[src/rtl/tgrf_pkg.sv]
// ----------------------------------------------------------------------------
// tgrf_pkg - shared types and constants of the task ready-frontier scoreboard
// Word layouts, mode codes and the command/status bundle between controller
// and datapath.
// ----------------------------------------------------------------------------
`default_nettype none

package tgrf_pkg;

	localparam int MAX_TASKS_DEF  = 32;
	localparam int MAX_SLICES_DEF = 16;

	localparam int MODE_W  = 3;
	localparam int ID_W    = 5;
	localparam int SLICE_W = 4;
	localparam int MASK_W  = 16;

	localparam logic [MODE_W-1:0] MODE_ADD_TASK = 3'd0;
	localparam logic [MODE_W-1:0] MODE_ADD_EDGE = 3'd1;
	localparam logic [MODE_W-1:0] MODE_COMPLETE = 3'd2;
	localparam logic [MODE_W-1:0] MODE_FRONTIER = 3'd3;
	localparam logic [MODE_W-1:0] MODE_PARENTS  = 3'd4;
	localparam logic [MODE_W-1:0] MODE_CHILDREN = 3'd5;

	typedef struct packed {
		logic [MODE_W-1:0]  mode;
		logic [ID_W-1:0]    task_id;
		logic [ID_W-1:0]    other_task;
		logic [SLICE_W-1:0] slice_id;
		logic [MASK_W-1:0]  visible_mask;
	} in_word_t;

	typedef struct packed {
		logic [ID_W-1:0] out_task;
		logic            item_valid;
		logic            last;
	} out_word_t;

	// controller -> datapath
	typedef struct packed {
		logic update;   // apply an update word this cycle
		logic capture;  // latch a query word, rewind the scan
		logic step;     // evaluate one entry of the scan
		logic flush;    // close the list
	} ctrl_cmd_t;

	// datapath -> controller
	typedef struct packed {
		logic scan_end; // entry under evaluation is the final one
	} ctrl_sts_t;

endpackage

`default_nettype wire

[src/rtl/tgrf_ctrl.sv]
// ----------------------------------------------------------------------------
// tgrf_ctrl - sequencing FSM of the scoreboard
// Takes words, fires updates at once, walks queries through scan and flush.
// ----------------------------------------------------------------------------
`default_nettype none

module tgrf_ctrl (
	input  wire logic               clk,
	input  wire logic               arst_n,
	input  wire logic               start,
	input  wire logic [2:0]         mode,
	input  wire tgrf_pkg::ctrl_sts_t sts,
	output tgrf_pkg::ctrl_cmd_t     cmd,
	output logic                    busy
);

	localparam logic [1:0] ST_IDLE  = 2'd0;
	localparam logic [1:0] ST_SCAN  = 2'd1;
	localparam logic [1:0] ST_FLUSH = 2'd2;

	logic [1:0] state_q;
	logic [1:0] state_d;
	logic       accept;

	assign busy   = (state_q != ST_IDLE);
	assign accept = start && !busy;

	always_comb begin
		state_d     = state_q;
		cmd         = '0;
		unique case (state_q)
			ST_IDLE: begin
				if (accept) begin
					case (mode) inside
						tgrf_pkg::MODE_ADD_TASK, tgrf_pkg::MODE_ADD_EDGE,
						tgrf_pkg::MODE_COMPLETE: begin
							cmd.update = 1'b1;
						end
						tgrf_pkg::MODE_FRONTIER, tgrf_pkg::MODE_PARENTS,
						tgrf_pkg::MODE_CHILDREN: begin
							cmd.capture = 1'b1;
							state_d     = ST_SCAN;
						end
						default: begin
							// spare codes: word taken, nothing done
						end
					endcase
				end
			end
			ST_SCAN: begin
				cmd.step = 1'b1;
				if (sts.scan_end) begin
					state_d = ST_FLUSH;
				end
			end
			ST_FLUSH: begin
				cmd.flush = 1'b1;
				state_d   = ST_IDLE;
			end
			default: begin
				state_d = ST_IDLE;
			end
		endcase
	end

	always_ff @(posedge clk or negedge arst_n) begin
		if (!arst_n) begin
			state_q <= ST_IDLE;
		end else begin
			state_q <= state_d;
		end
	end

endmodule

`default_nettype wire

[src/rtl/tgrf_dp.sv]
// ----------------------------------------------------------------------------
// tgrf_dp - scoreboard state and scan datapath
// Holds presence, completion, slice tags and the parent matrix; evaluates one
// task per scan step and registers the list words with a one-deep hold-back
// so the final element can carry its last flag.
// ----------------------------------------------------------------------------
`default_nettype none

module tgrf_dp #(
	parameter int MAX_TASKS  = tgrf_pkg::MAX_TASKS_DEF,
	parameter int MAX_SLICES = tgrf_pkg::MAX_SLICES_DEF
) (
	input  wire logic                clk,
	input  wire logic                arst_n,
	input  wire tgrf_pkg::in_word_t  item,
	input  wire tgrf_pkg::ctrl_cmd_t cmd,
	output tgrf_pkg::ctrl_sts_t      sts,
	output logic                     result_valid,
	output tgrf_pkg::out_word_t      result
);

	// ids are 5 bits wide, so at most 32 entries are reachable
	localparam int SPAN  = (MAX_TASKS < 32) ? MAX_TASKS : 32;
	localparam int IDX_W = (SPAN > 1) ? $clog2(SPAN) : 1;

	logic [SPAN-1:0]                  present_q;
	logic [SPAN-1:0]                  done_q;
	logic [tgrf_pkg::SLICE_W-1:0]     slice_q [SPAN];
	logic [SPAN-1:0]                  row_q   [SPAN];

	// query context
	logic [tgrf_pkg::MODE_W-1:0]      qmode_q;
	logic [tgrf_pkg::MASK_W-1:0]      qmask_q;
	logic [IDX_W-1:0]                 qidx_q;
	logic                             qok_q;
	logic [SPAN-1:0]                  qrow_q;
	logic [IDX_W-1:0]                 cnt_q;

	// hold-back element
	logic                             pend_q;
	logic [IDX_W-1:0]                 pend_id_q;

	logic                             res_valid_q;
	tgrf_pkg::out_word_t              res_q;

	logic                             t_ok;
	logic                             o_ok;
	logic                             s_ok;
	logic [IDX_W-1:0]                 t_idx;
	logic [IDX_W-1:0]                 o_idx;
	logic [SPAN-1:0]                  row_i;
	logic                             vis;
	logic                             front_hit;
	logic                             hit;

	assign t_ok  = 32'(item.task_id) < SPAN;
	assign o_ok  = 32'(item.other_task) < SPAN;
	assign s_ok  = 32'(item.slice_id) < MAX_SLICES;
	assign t_idx = item.task_id[IDX_W-1:0];
	assign o_idx = item.other_task[IDX_W-1:0];

	assign sts.scan_end = (cnt_q == IDX_W'(SPAN - 1));

	// per-entry evaluation
	assign row_i     = row_q[cnt_q];
	assign vis       = (qmask_q == '0) || qmask_q[slice_q[cnt_q]];
	assign front_hit = present_q[cnt_q] && !done_q[cnt_q] && vis
	                   && ((row_i & ~done_q) == '0);

	always_comb begin
		case (qmode_q)
			tgrf_pkg::MODE_FRONTIER: hit = front_hit;
			tgrf_pkg::MODE_PARENTS:  hit = qrow_q[cnt_q];
			tgrf_pkg::MODE_CHILDREN: hit = qok_q && row_i[qidx_q];
			default:                 hit = 1'b0;
		endcase
	end

	// scoreboard state
	always_ff @(posedge clk or negedge arst_n) begin
		if (!arst_n) begin
			present_q <= '0;
			done_q    <= '0;
			for (int i = 0; i < SPAN; i++) begin
				row_q[i] <= '0;
			end
		end else if (cmd.update) begin
			unique case (item.mode)
				tgrf_pkg::MODE_ADD_TASK: begin
					if (t_ok && s_ok) begin
						present_q[t_idx] <= 1'b1;
					end
				end
				tgrf_pkg::MODE_ADD_EDGE: begin
					if (t_ok && o_ok) begin
						row_q[o_idx][t_idx] <= 1'b1;
					end
				end
				tgrf_pkg::MODE_COMPLETE: begin
					if (t_ok) begin
						done_q[t_idx] <= 1'b1;
					end
				end
				default: begin
				end
			endcase
		end
	end

	// slice tags: only read for present tasks
	always_ff @(posedge clk) begin
		if (cmd.update && item.mode == tgrf_pkg::MODE_ADD_TASK && t_ok && s_ok) begin
			slice_q[t_idx] <= item.slice_id;
		end
	end

	// query context
	always_ff @(posedge clk) begin
		if (cmd.capture) begin
			qmode_q <= item.mode;
			qmask_q <= item.visible_mask;
			qidx_q  <= t_idx;
			qok_q   <= t_ok;
			qrow_q  <= t_ok ? row_q[t_idx] : '0;
		end
	end

	// scan counter, hold-back and result register
	always_ff @(posedge clk or negedge arst_n) begin
		if (!arst_n) begin
			cnt_q       <= '0;
			pend_q      <= 1'b0;
			res_valid_q <= 1'b0;
		end else begin
			// a word leaves on the flush, or when a later hit displaces the held one
			res_valid_q <= cmd.flush || (cmd.step && hit && pend_q);
			if (cmd.capture) begin
				cnt_q <= '0;
			end else if (cmd.step) begin
				cnt_q <= cnt_q + 1'b1;
			end
			if (cmd.capture || cmd.flush) begin
				pend_q <= 1'b0;
			end else if (cmd.step && hit) begin
				pend_q <= 1'b1;
			end
		end
	end

	always_ff @(posedge clk) begin
		if (cmd.step && hit) begin
			pend_id_q        <= cnt_q;
			res_q.out_task   <= tgrf_pkg::ID_W'(pend_id_q);
			res_q.item_valid <= 1'b1;
			res_q.last       <= 1'b0;
		end
		if (cmd.flush) begin
			res_q.out_task   <= pend_q ? tgrf_pkg::ID_W'(pend_id_q) : '0;
			res_q.item_valid <= pend_q;
			res_q.last       <= 1'b1;
		end
	end

	assign result_valid = res_valid_q;
	assign result       = res_q;

	a_res_from_scan: assert property (@(posedge clk) disable iff (!arst_n)
		res_valid_q |-> $past(cmd.step || cmd.flush))
		else $error("result word without scan activity");

	a_empty_marker: assert property (@(posedge clk) disable iff (!arst_n)
		(res_valid_q && !res_q.item_valid) |-> (res_q.last && res_q.out_task == '0))
		else $error("malformed empty-list marker");

	a_flush_last: assert property (@(posedge clk) disable iff (!arst_n)
		cmd.flush |=> (res_valid_q && res_q.last && !pend_q))
		else $error("flush did not close the list");

	a_capture_rewind: assert property (@(posedge clk) disable iff (!arst_n)
		cmd.capture |=> (cnt_q == '0 && !pend_q))
		else $error("scan not rewound on capture");

endmodule

`default_nettype wire

[src/rtl/task_graph_ready_frontier.sv]
// ----------------------------------------------------------------------------
// task_graph_ready_frontier - task dependency scoreboard
// Tracks tasks, slice tags, completion and parent->child edges; answers
// ready-frontier, parent-list and child-list queries as id-ordered lists.
// ----------------------------------------------------------------------------
//
//  channel   | handshake              | word
//  ----------+------------------------+---------------------------------------
//  input     | start & !busy          | item   (mode, task_id, other_task,
//            |                        |         slice_id, visible_mask)
//  result    | result_valid, 1 cycle  | result (out_task, item_valid, last)
//
// Update words (add task, add edge, complete, spare codes) leave busy low.
// A query holds busy through a scan of min(MAX_TASKS,32) entries, one matrix
// row per cycle, and then through the flush state.
// Each hit is held back until the next hit or the flush, so a list word can
// trail its scan step by up to a whole scan; the closing word is on the port
// in the first cycle with busy low, and the next word may be taken then.
// Reset clears presence, completion and the whole parent matrix at once.
// The result side has no back-pressure: each word is valid for one cycle.
// ----------------------------------------------------------------------------
`default_nettype none

module task_graph_ready_frontier #(
	parameter int MAX_TASKS  = tgrf_pkg::MAX_TASKS_DEF,
	parameter int MAX_SLICES = tgrf_pkg::MAX_SLICES_DEF
) (
	input  wire logic               clk,
	input  wire logic               arst_n,
	input  wire logic               start,
	output logic                    busy,
	input  wire tgrf_pkg::in_word_t item,
	output logic                    result_valid,
	output tgrf_pkg::out_word_t     result
);

	tgrf_pkg::ctrl_cmd_t cmd;
	tgrf_pkg::ctrl_sts_t sts;

	// sequencing: decides update vs. query and paces the scan
	tgrf_ctrl u_ctrl (
		.clk    (clk),
		.arst_n (arst_n),
		.start  (start),
		.mode   (item.mode),
		.sts    (sts),
		.cmd    (cmd),
		.busy   (busy)
	);

	// state store, per-entry evaluation and list output
	tgrf_dp #(
		.MAX_TASKS  (MAX_TASKS),
		.MAX_SLICES (MAX_SLICES)
	) u_dp (
		.clk          (clk),
		.arst_n       (arst_n),
		.item         (item),
		.cmd          (cmd),
		.sts          (sts),
		.result_valid (result_valid),
		.result       (result)
	);

endmodule

`default_nettype wire
[config.mk]
export PLATFORM = sky130hd
export DESIGN_NAME = task_graph_ready_frontier
export DESIGN_NICKNAME = d
export VERILOG_FILES = /design/src/rtl/tgrf_pkg.sv /design/src/rtl/tgrf_ctrl.sv /design/src/rtl/tgrf_dp.sv /design/src/rtl/task_graph_ready_frontier.sv
export SDC_FILE = /design/constraint.sdc
export NUM_CORES = 2
export LEC_CHECK = 0
export ABC_AREA = 0
export BUFFER_PORTS_ARGS = -buffer_cell sky130_fd_sc_hd__clkbuf_2
export CAP_MARGIN = 0
export CORE_ASPECT_RATIO = 1.25
export CORE_MARGIN = 4
export CORE_UTILIZATION = 45
export CTS_CLUSTER_SIZE = 30
export DETAILED_ROUTE_END_ITERATION = 16
export SETUP_SLACK_MARGIN = 0.05
export SLEW_MARGIN = 15
export SYNTH_ARGS = -nofsm -noshare
export SYNTH_HDL_FRONTEND = slang
export SYNTH_HIERARCHICAL = 1
export SYNTH_SLANG_ARGS = --single-unit
[constraint.sdc]
create_clock -name clk -period 4.3 [get_ports clk]
set_clock_uncertainty 0.15 [all_clocks]
set_input_delay 0.215 -clock clk [delete_from_list [all_inputs] [get_ports clk]]
set_output_delay 0.215 -clock clk [all_outputs]
set_load 0.05 [all_outputs]
Word level (Yosys, flattened, before mapping) --
Memory sizes are Yosys's and may differ from the RTL's. Index checks and enable logic that the tools add are counted. Widths: inputs -> output; s select.
Word-level totals: flip-flop bits (word level) 1165, RAM bits 128, bits of input ports 36, output and inout port bits 9, logic and storage cells 150, memories 1
Memories:
- u_dp.slice_q | depth 32, bits a word 4, read ports 1, clocked after memory_dff 0, write ports 1, RTL line tgrf_dp.sv:28 | logic [tgrf_pkg::SLICE_W-1:0] slice_q [SPAN];
Cells by class: add/sub/neg operators 1, magnitude comparators 9, equality and inequality tests 15, muxes and demuxes 42, bitwise gates (word level) 8, reduce and logical (&&, ||, !) cells 28
Operators by type and width (number):
- $or 1024x1024->1024 | 1
- $bmux 32 s5 | 2
- $demux 32 s5 | 1
- $mux 32 | 5
- $or 32x32->32 | 2
- $and 32x32->32 | 1
- $logic_not 32->1 | 1
- $not 32->32 | 1
- $bmux 1 s5 | 4
- $ge 6x6->1 const B | 3
- $lt 5x6->1 const B | 3
- $not 5->6 | 3
- $logic_not 16->1 | 1
- $mux 1 | 15
- $mux 5 | 3
- $mux 7 | 2
- $eq 3x3->1 const B | 4
- $mux 2 | 6
- $eq 3x2->1 const B | 3
- $logic_and 1x1->1 | 9
- $reduce_bool 2->1 | 4
- $lt 6x1->1 const B | 1
- $ne 2x2->1 const B | 3
- $reduce_and 2->1 | 3
- 18 further kinds | 22

Logic depth before layout (Yosys ltp) --
depth after elaboration 11, depth in mapped cells 16, mapped depth without buffers 10

Modules after synthesis --
The synthesis kept the hierarchy.
By module, submodules not included:
- tgrf_dp | instances 1, cells an instance 4553, area each 61506.5 µm², seq. area each 33276.9 µm²
- tgrf_ctrl | instances 1, cells an instance 14, area each 126.4 µm², seq. area each 50.0 µm²

Worst setup path after synthesis --
Ideal clock, no wire load.
kind reg2reg, start register u_dp.cnt_q[1], end register u_dp.res_q, in the netlist u_dp/result[1], enable pin, setup time 0.304 ns, data arrival time 3.693 ns, required time 3.846 ns, setup slack 0.153 ns, cell stages (with the launch flop) 16, buffers on the path 5, clock period less this slack 4.147 ns, cells stage by stage dfrtp_1 -> buf_6 -> buf_6 -> buf_4 -> buf_2 -> buf_2 -> mux2i_1 -> a22oi_1 -> nand4_1 -> nor2_1 -> a2111oi_0 -> nand4_1 -> or4_1 -> a41o_1 -> a21oi_1 -> or2_2
Between the ends: word-level cells in the longest chain between the ends 10, elaborated cells between the ends (all ways) 25, those cells by class mux: 14; bitwise: 2; reduce/logical: 8; memory: 1
Ends and longest elaborated chain:
- start: declaration | RTL line tgrf_dp.sv:37 | logic [IDX_W-1:0] cnt_q;
- start signal: assignment | RTL line tgrf_dp.sv:140 | cnt_q <= cnt_q + 1'b1;
- parallel branches: the longest is 7 deep, another holds $bmux 32 s5
- $pmux 1 s3 * | RTL line tgrf_dp.sv:71 | case (qmode_q)
- $logic_and 1x1->1 * | RTL line tgrf_dp.sv:151 | if (cmd.step && hit) begin
- $reduce_bool 2->1 (no source line) *
- end: declaration | RTL line tgrf_dp.sv:44 | tgrf_pkg::out_word_t res_q;
Mark *: on every way between the ends. The select of a mux whose other input is x is not followed. A chain may end at the register's enable or synchronous reset.

==> flow_summary.json <==
{
  "p_leak_uw": 0.0330,
  "start_kind": "flip-flop",
  "ir_worst_vdd_v": 0.000478,
  "drive_gt1_share_pct": 23.4,
  "whs_ps": 47.7,
  "yosys_register_bits": 1293,
  "clock_power_share_pct": 32.6,
  "ys_top_cells_by_count": "dfrtp_1, o21bai_1, mux2i_1",
  "io_pins": 45,
  "ant_nets": 0,
  "ys.flop_type": "dfrtp_1",
  "overflow": 0,
  "drtPass1Iterations": 6,
  "wl_per_cell_um": 36.0,
  "die_y_um": 422,
  "setup_violations": 18,
  "crit_path_frequent_cell": "nand4_1",
  "dieArea_sq_mm": 0.143,
  "vias": 45700,
  "timing.hold.worst.class": "input port to flip-flop",
  "multiInputGateArea_sq_mm": 0.0269,
  "grt_antenna_before_repair": 8,
  "rows": 151,
  "synth_area_leaders": "dfrtp_1, mux4_2, edfxtp_1",
  "synthMostInstantiatedCell": "dfrtp_1",
  "final-seq-area_sq_mm": 0.0333,
  "finalPower_uw": 36800,
  "syn_area_sq_mm": 0.0616,
  "start_util_pct": 45.4,
  "intPower_uw": 24600,
  "synthArstFlopShare_pct": 84.8,
  "status": "finished, violations left",
  "synth_enable_flop_cells": 195,
  "worst_pin_slew_ps": 1200,
  "rsz0062_at_grt": "yes",
  "grt_max_degree": 146,
  "cp_data_arrival_time_ps": 4890,
  "synth_top_cell_by_area": "dfrtp_1",
  "track_usage_pct": 33.0,
  "core_area_sq_mm": 0.136,
  "report.final.slew_viol_count": 0,
  "syn2layout_area_growth_pct": 17.1,
  "cts_tree": "built",
  "ys.warnings.count": 6,
  "clock.fmax_ghz": 0.227,
  "hpwl_um": 143000,
  "grt_first_pass_wirelength_um": 341000,
  "drv_cap": 0,
  "pwr-share-seq_pct": 34.5,
  "final.fill_count": 11300,
  "tns_ps": -1240,
  "die_x_um": 339,
  "switchingPower_uw": 12100,
  "setup_slack_ps": -113,
  "ys_types": 73,
  "numCtsBuffers": 135,
  "slowest_delay_ps": 530,
  "first_iter_violations": 5811,
  "p_sw_share_pct": 33.0,
  "cts-root-buf": "clkbuf_16",
  "path_cells": "buf_12 > and4bb_2 > buf_8 > buf_4 > a22oi_1 > nand4_1 > nor3_1 > a2111oi_1 > nand4_1 > or4_4 > a41o_4 > a211o_4 > a21boi_1",
  "via_per_inst": 6.88,
  "max_slew_margin_pct": 19.7,
  "cp.required_ps": 4780,
  "reg2reg_slack_ps": -110,
  "combPwrFrac_pct": 32.9,
  "io_buffer_count": 44,
  "finalCriticalPeriod_ps": 4410,
  "path_class": "flip-flop to flip-flop",
  "htreeDepth": 4,
  "drt_wl_total_um": 239000,
  "finalWeightedCongestion": 0.905,
  "crit_fanout": 8,
  "clock-sinks": 1293,
  "finalHoldViolCount": 0,
  "violations": "negative setup slack",
  "insertion_delay_ps": 800,
  "synth_top_area_share_pct": 44.5,
  "grt_pass1_vias": 46000,
  "crit_slowest_cell": "or4_4",
  "powerDensity_mw_per_mm2": 509,
  "syn-num-nets": 4605,
  "drcViolationCount": 0,
  "crit_path_end_kind": "flip-flop",
  "clockBufferDepth": 3,
  "layout.nets": 4808,
  "clk_pin_slew_ps": 60,
  "syn_inst": 4567,
  "yosysSeqAreaShare_pct": 54.1,
  "syn_avg_cell_area_sq_um": 13.5,
  "period_share_pct": 103
}
-- cell families (layout without fill, tap and decap cells) --
group | count (synthesis) | count (layout) | synth area share, %
compound gates | 1503 | 1503 | 18.3
flops | 1293 | 1293 | 54.1
mux | 814 | 814 | 20.2
simple gates | 505 | 505 | 4.28
buf+inv | 447 | 761 | 3.07
xor+xnor | 3 | 3 | 0.0426
fa+ha+maj | 2 | 2 | 0.0406
other cells | 0 | 5 | 0
-- cells in the final DEF (no fill, tap or decap), drive strengths merged, types with 6 or more instances in the layout --
cell type    instances
nor3                36
and4bb               6
a21o               298
inv                 29
a22o                 8
a221oi               6
clkinv              41
nand3b               7
nand2b               7
nand4               81
and2                 9
nor2               107
o211ai               6
mux4               343
o21bai             754
dfrtp             1097
and3                 6
o21ai               27
nand2              134
a311oi               7
buf                393
a21oi               10
mux2                12
bufinv               7
edfxtp             195
mux2i              459
nor4                10
nand3               22
nor3b                9
o32ai                7
a22oi              331
clkbuf             237
nor4b                6
or2                 33
nor2b               11
dlygate4sd3         47
-- metrics by stage --
step / cells / area [sq um] / utilization, % / setup slack, ps
after floorplan: 4567 / 61600 / - / 153
after global placement: 6276 / 65900 / 48.5 / -438
after detailed placement: 6276 / 65900 / 48.5 / -409
after CTS: 6608 / 71600 / 52.7 / 24.3
after global routing: 6642 / 72100 / 53.1 / -47.7
final: 6645 / 72200 / 53.1 / -113
-- worst max-delay path, delay by kind of cell (launching register included) --
family / cells / cell delay [ps]
DFF: 1 / 510
AOI/OAI and AO/OA: 5 / 1360
and+or+nand+nor: 5 / 1600
buffers and inverters: 3 / 610
-- routing by layer --
| metal | wire (um) | global-route usage [%] | vias up |
|---|---|---|---|
| li1 | - | - | 18000 |
| met1 | 91600 | 43.5 | 24100 |
| met2 | 108000 | 49.9 | 2871 |
| met3 | 22700 | 7.76 | 780 |
| met4 | 16900 | 19.6 | 6 |
| met5 | 41 | 0 | - |
-- area by class of cell --
cell class	instances	area share [%]
antenna	5	0.0173
clock buffer	191	5.46
clock inverter	57	0.727
inverter	25	0.130
multi-input combinational	2827	37.2
sequential	1293	46.2
tap	1759	3.05
timing repair buffer	488	7.16
-- path summary, 6_finish.rpt --
check,startpoint,end,cells past startpoint
worst max-delay path,u_dp/cnt_q[0]$_DFFE_PN0P_,u_dp/result[2]$_DFFE_PP_,13
worst min-delay path,item[24],u_dp/row_q[97]$_DFFE_PN0P_,4
worst max register to register,u_dp/cnt_q[0]$_DFFE_PN0P_,u_dp/result[2]$_DFFE_PP_,13
worst min register to register,u_dp/present_q[8]$_DFFE_PN0P_,u_dp/present_q[8]$_DFFE_PN0P_,2
max in group asynchronous,arst_n,u_dp/present_q[22]$_DFFE_PN0P_,3
min in group asynchronous,arst_n,u_dp/row_q[696]$_DFFE_PN0P_,3
-- flip-flops by register name, indices dropped and copies added (netlist names) --
register and flops:
u_ctrl/state_q 2, u_dp/qidx_q 5, u_dp/result 7, u_dp/pend_q 1, u_dp/result_valid 1, u_dp/cnt_q 5
u_dp/qrow_q 32, u_dp/qmask_q 16, u_dp/slice_q 128, u_dp/done_q 32, u_dp/row_q 1024, u_dp/qmode_q 3
u_dp/present_q 32, u_dp/pend_id_q 5
-- power by group through the flow --
stage	clock, uW	combinational, uW	sequential, uW
final	12000	12100	12700
after detailed placement	0	10400	13000
after CTS	12100	11300	12700
after floorplan	0	5610	12900
after global placement	0	10400	13000
after global routing	12600	12400	12700
-- timing repair --
action                                  in CTS  in global routing
gates resized for setup                     47                 33
hold endpoints to repair                   883                  0
pin swaps                                   19                 17
buffers inserted                            33                 28
hold buffers                                48                  0
cloned                                       3                  5
endpoints found under the setup margin      20                 20
Power figures use the tool's default switching activity.
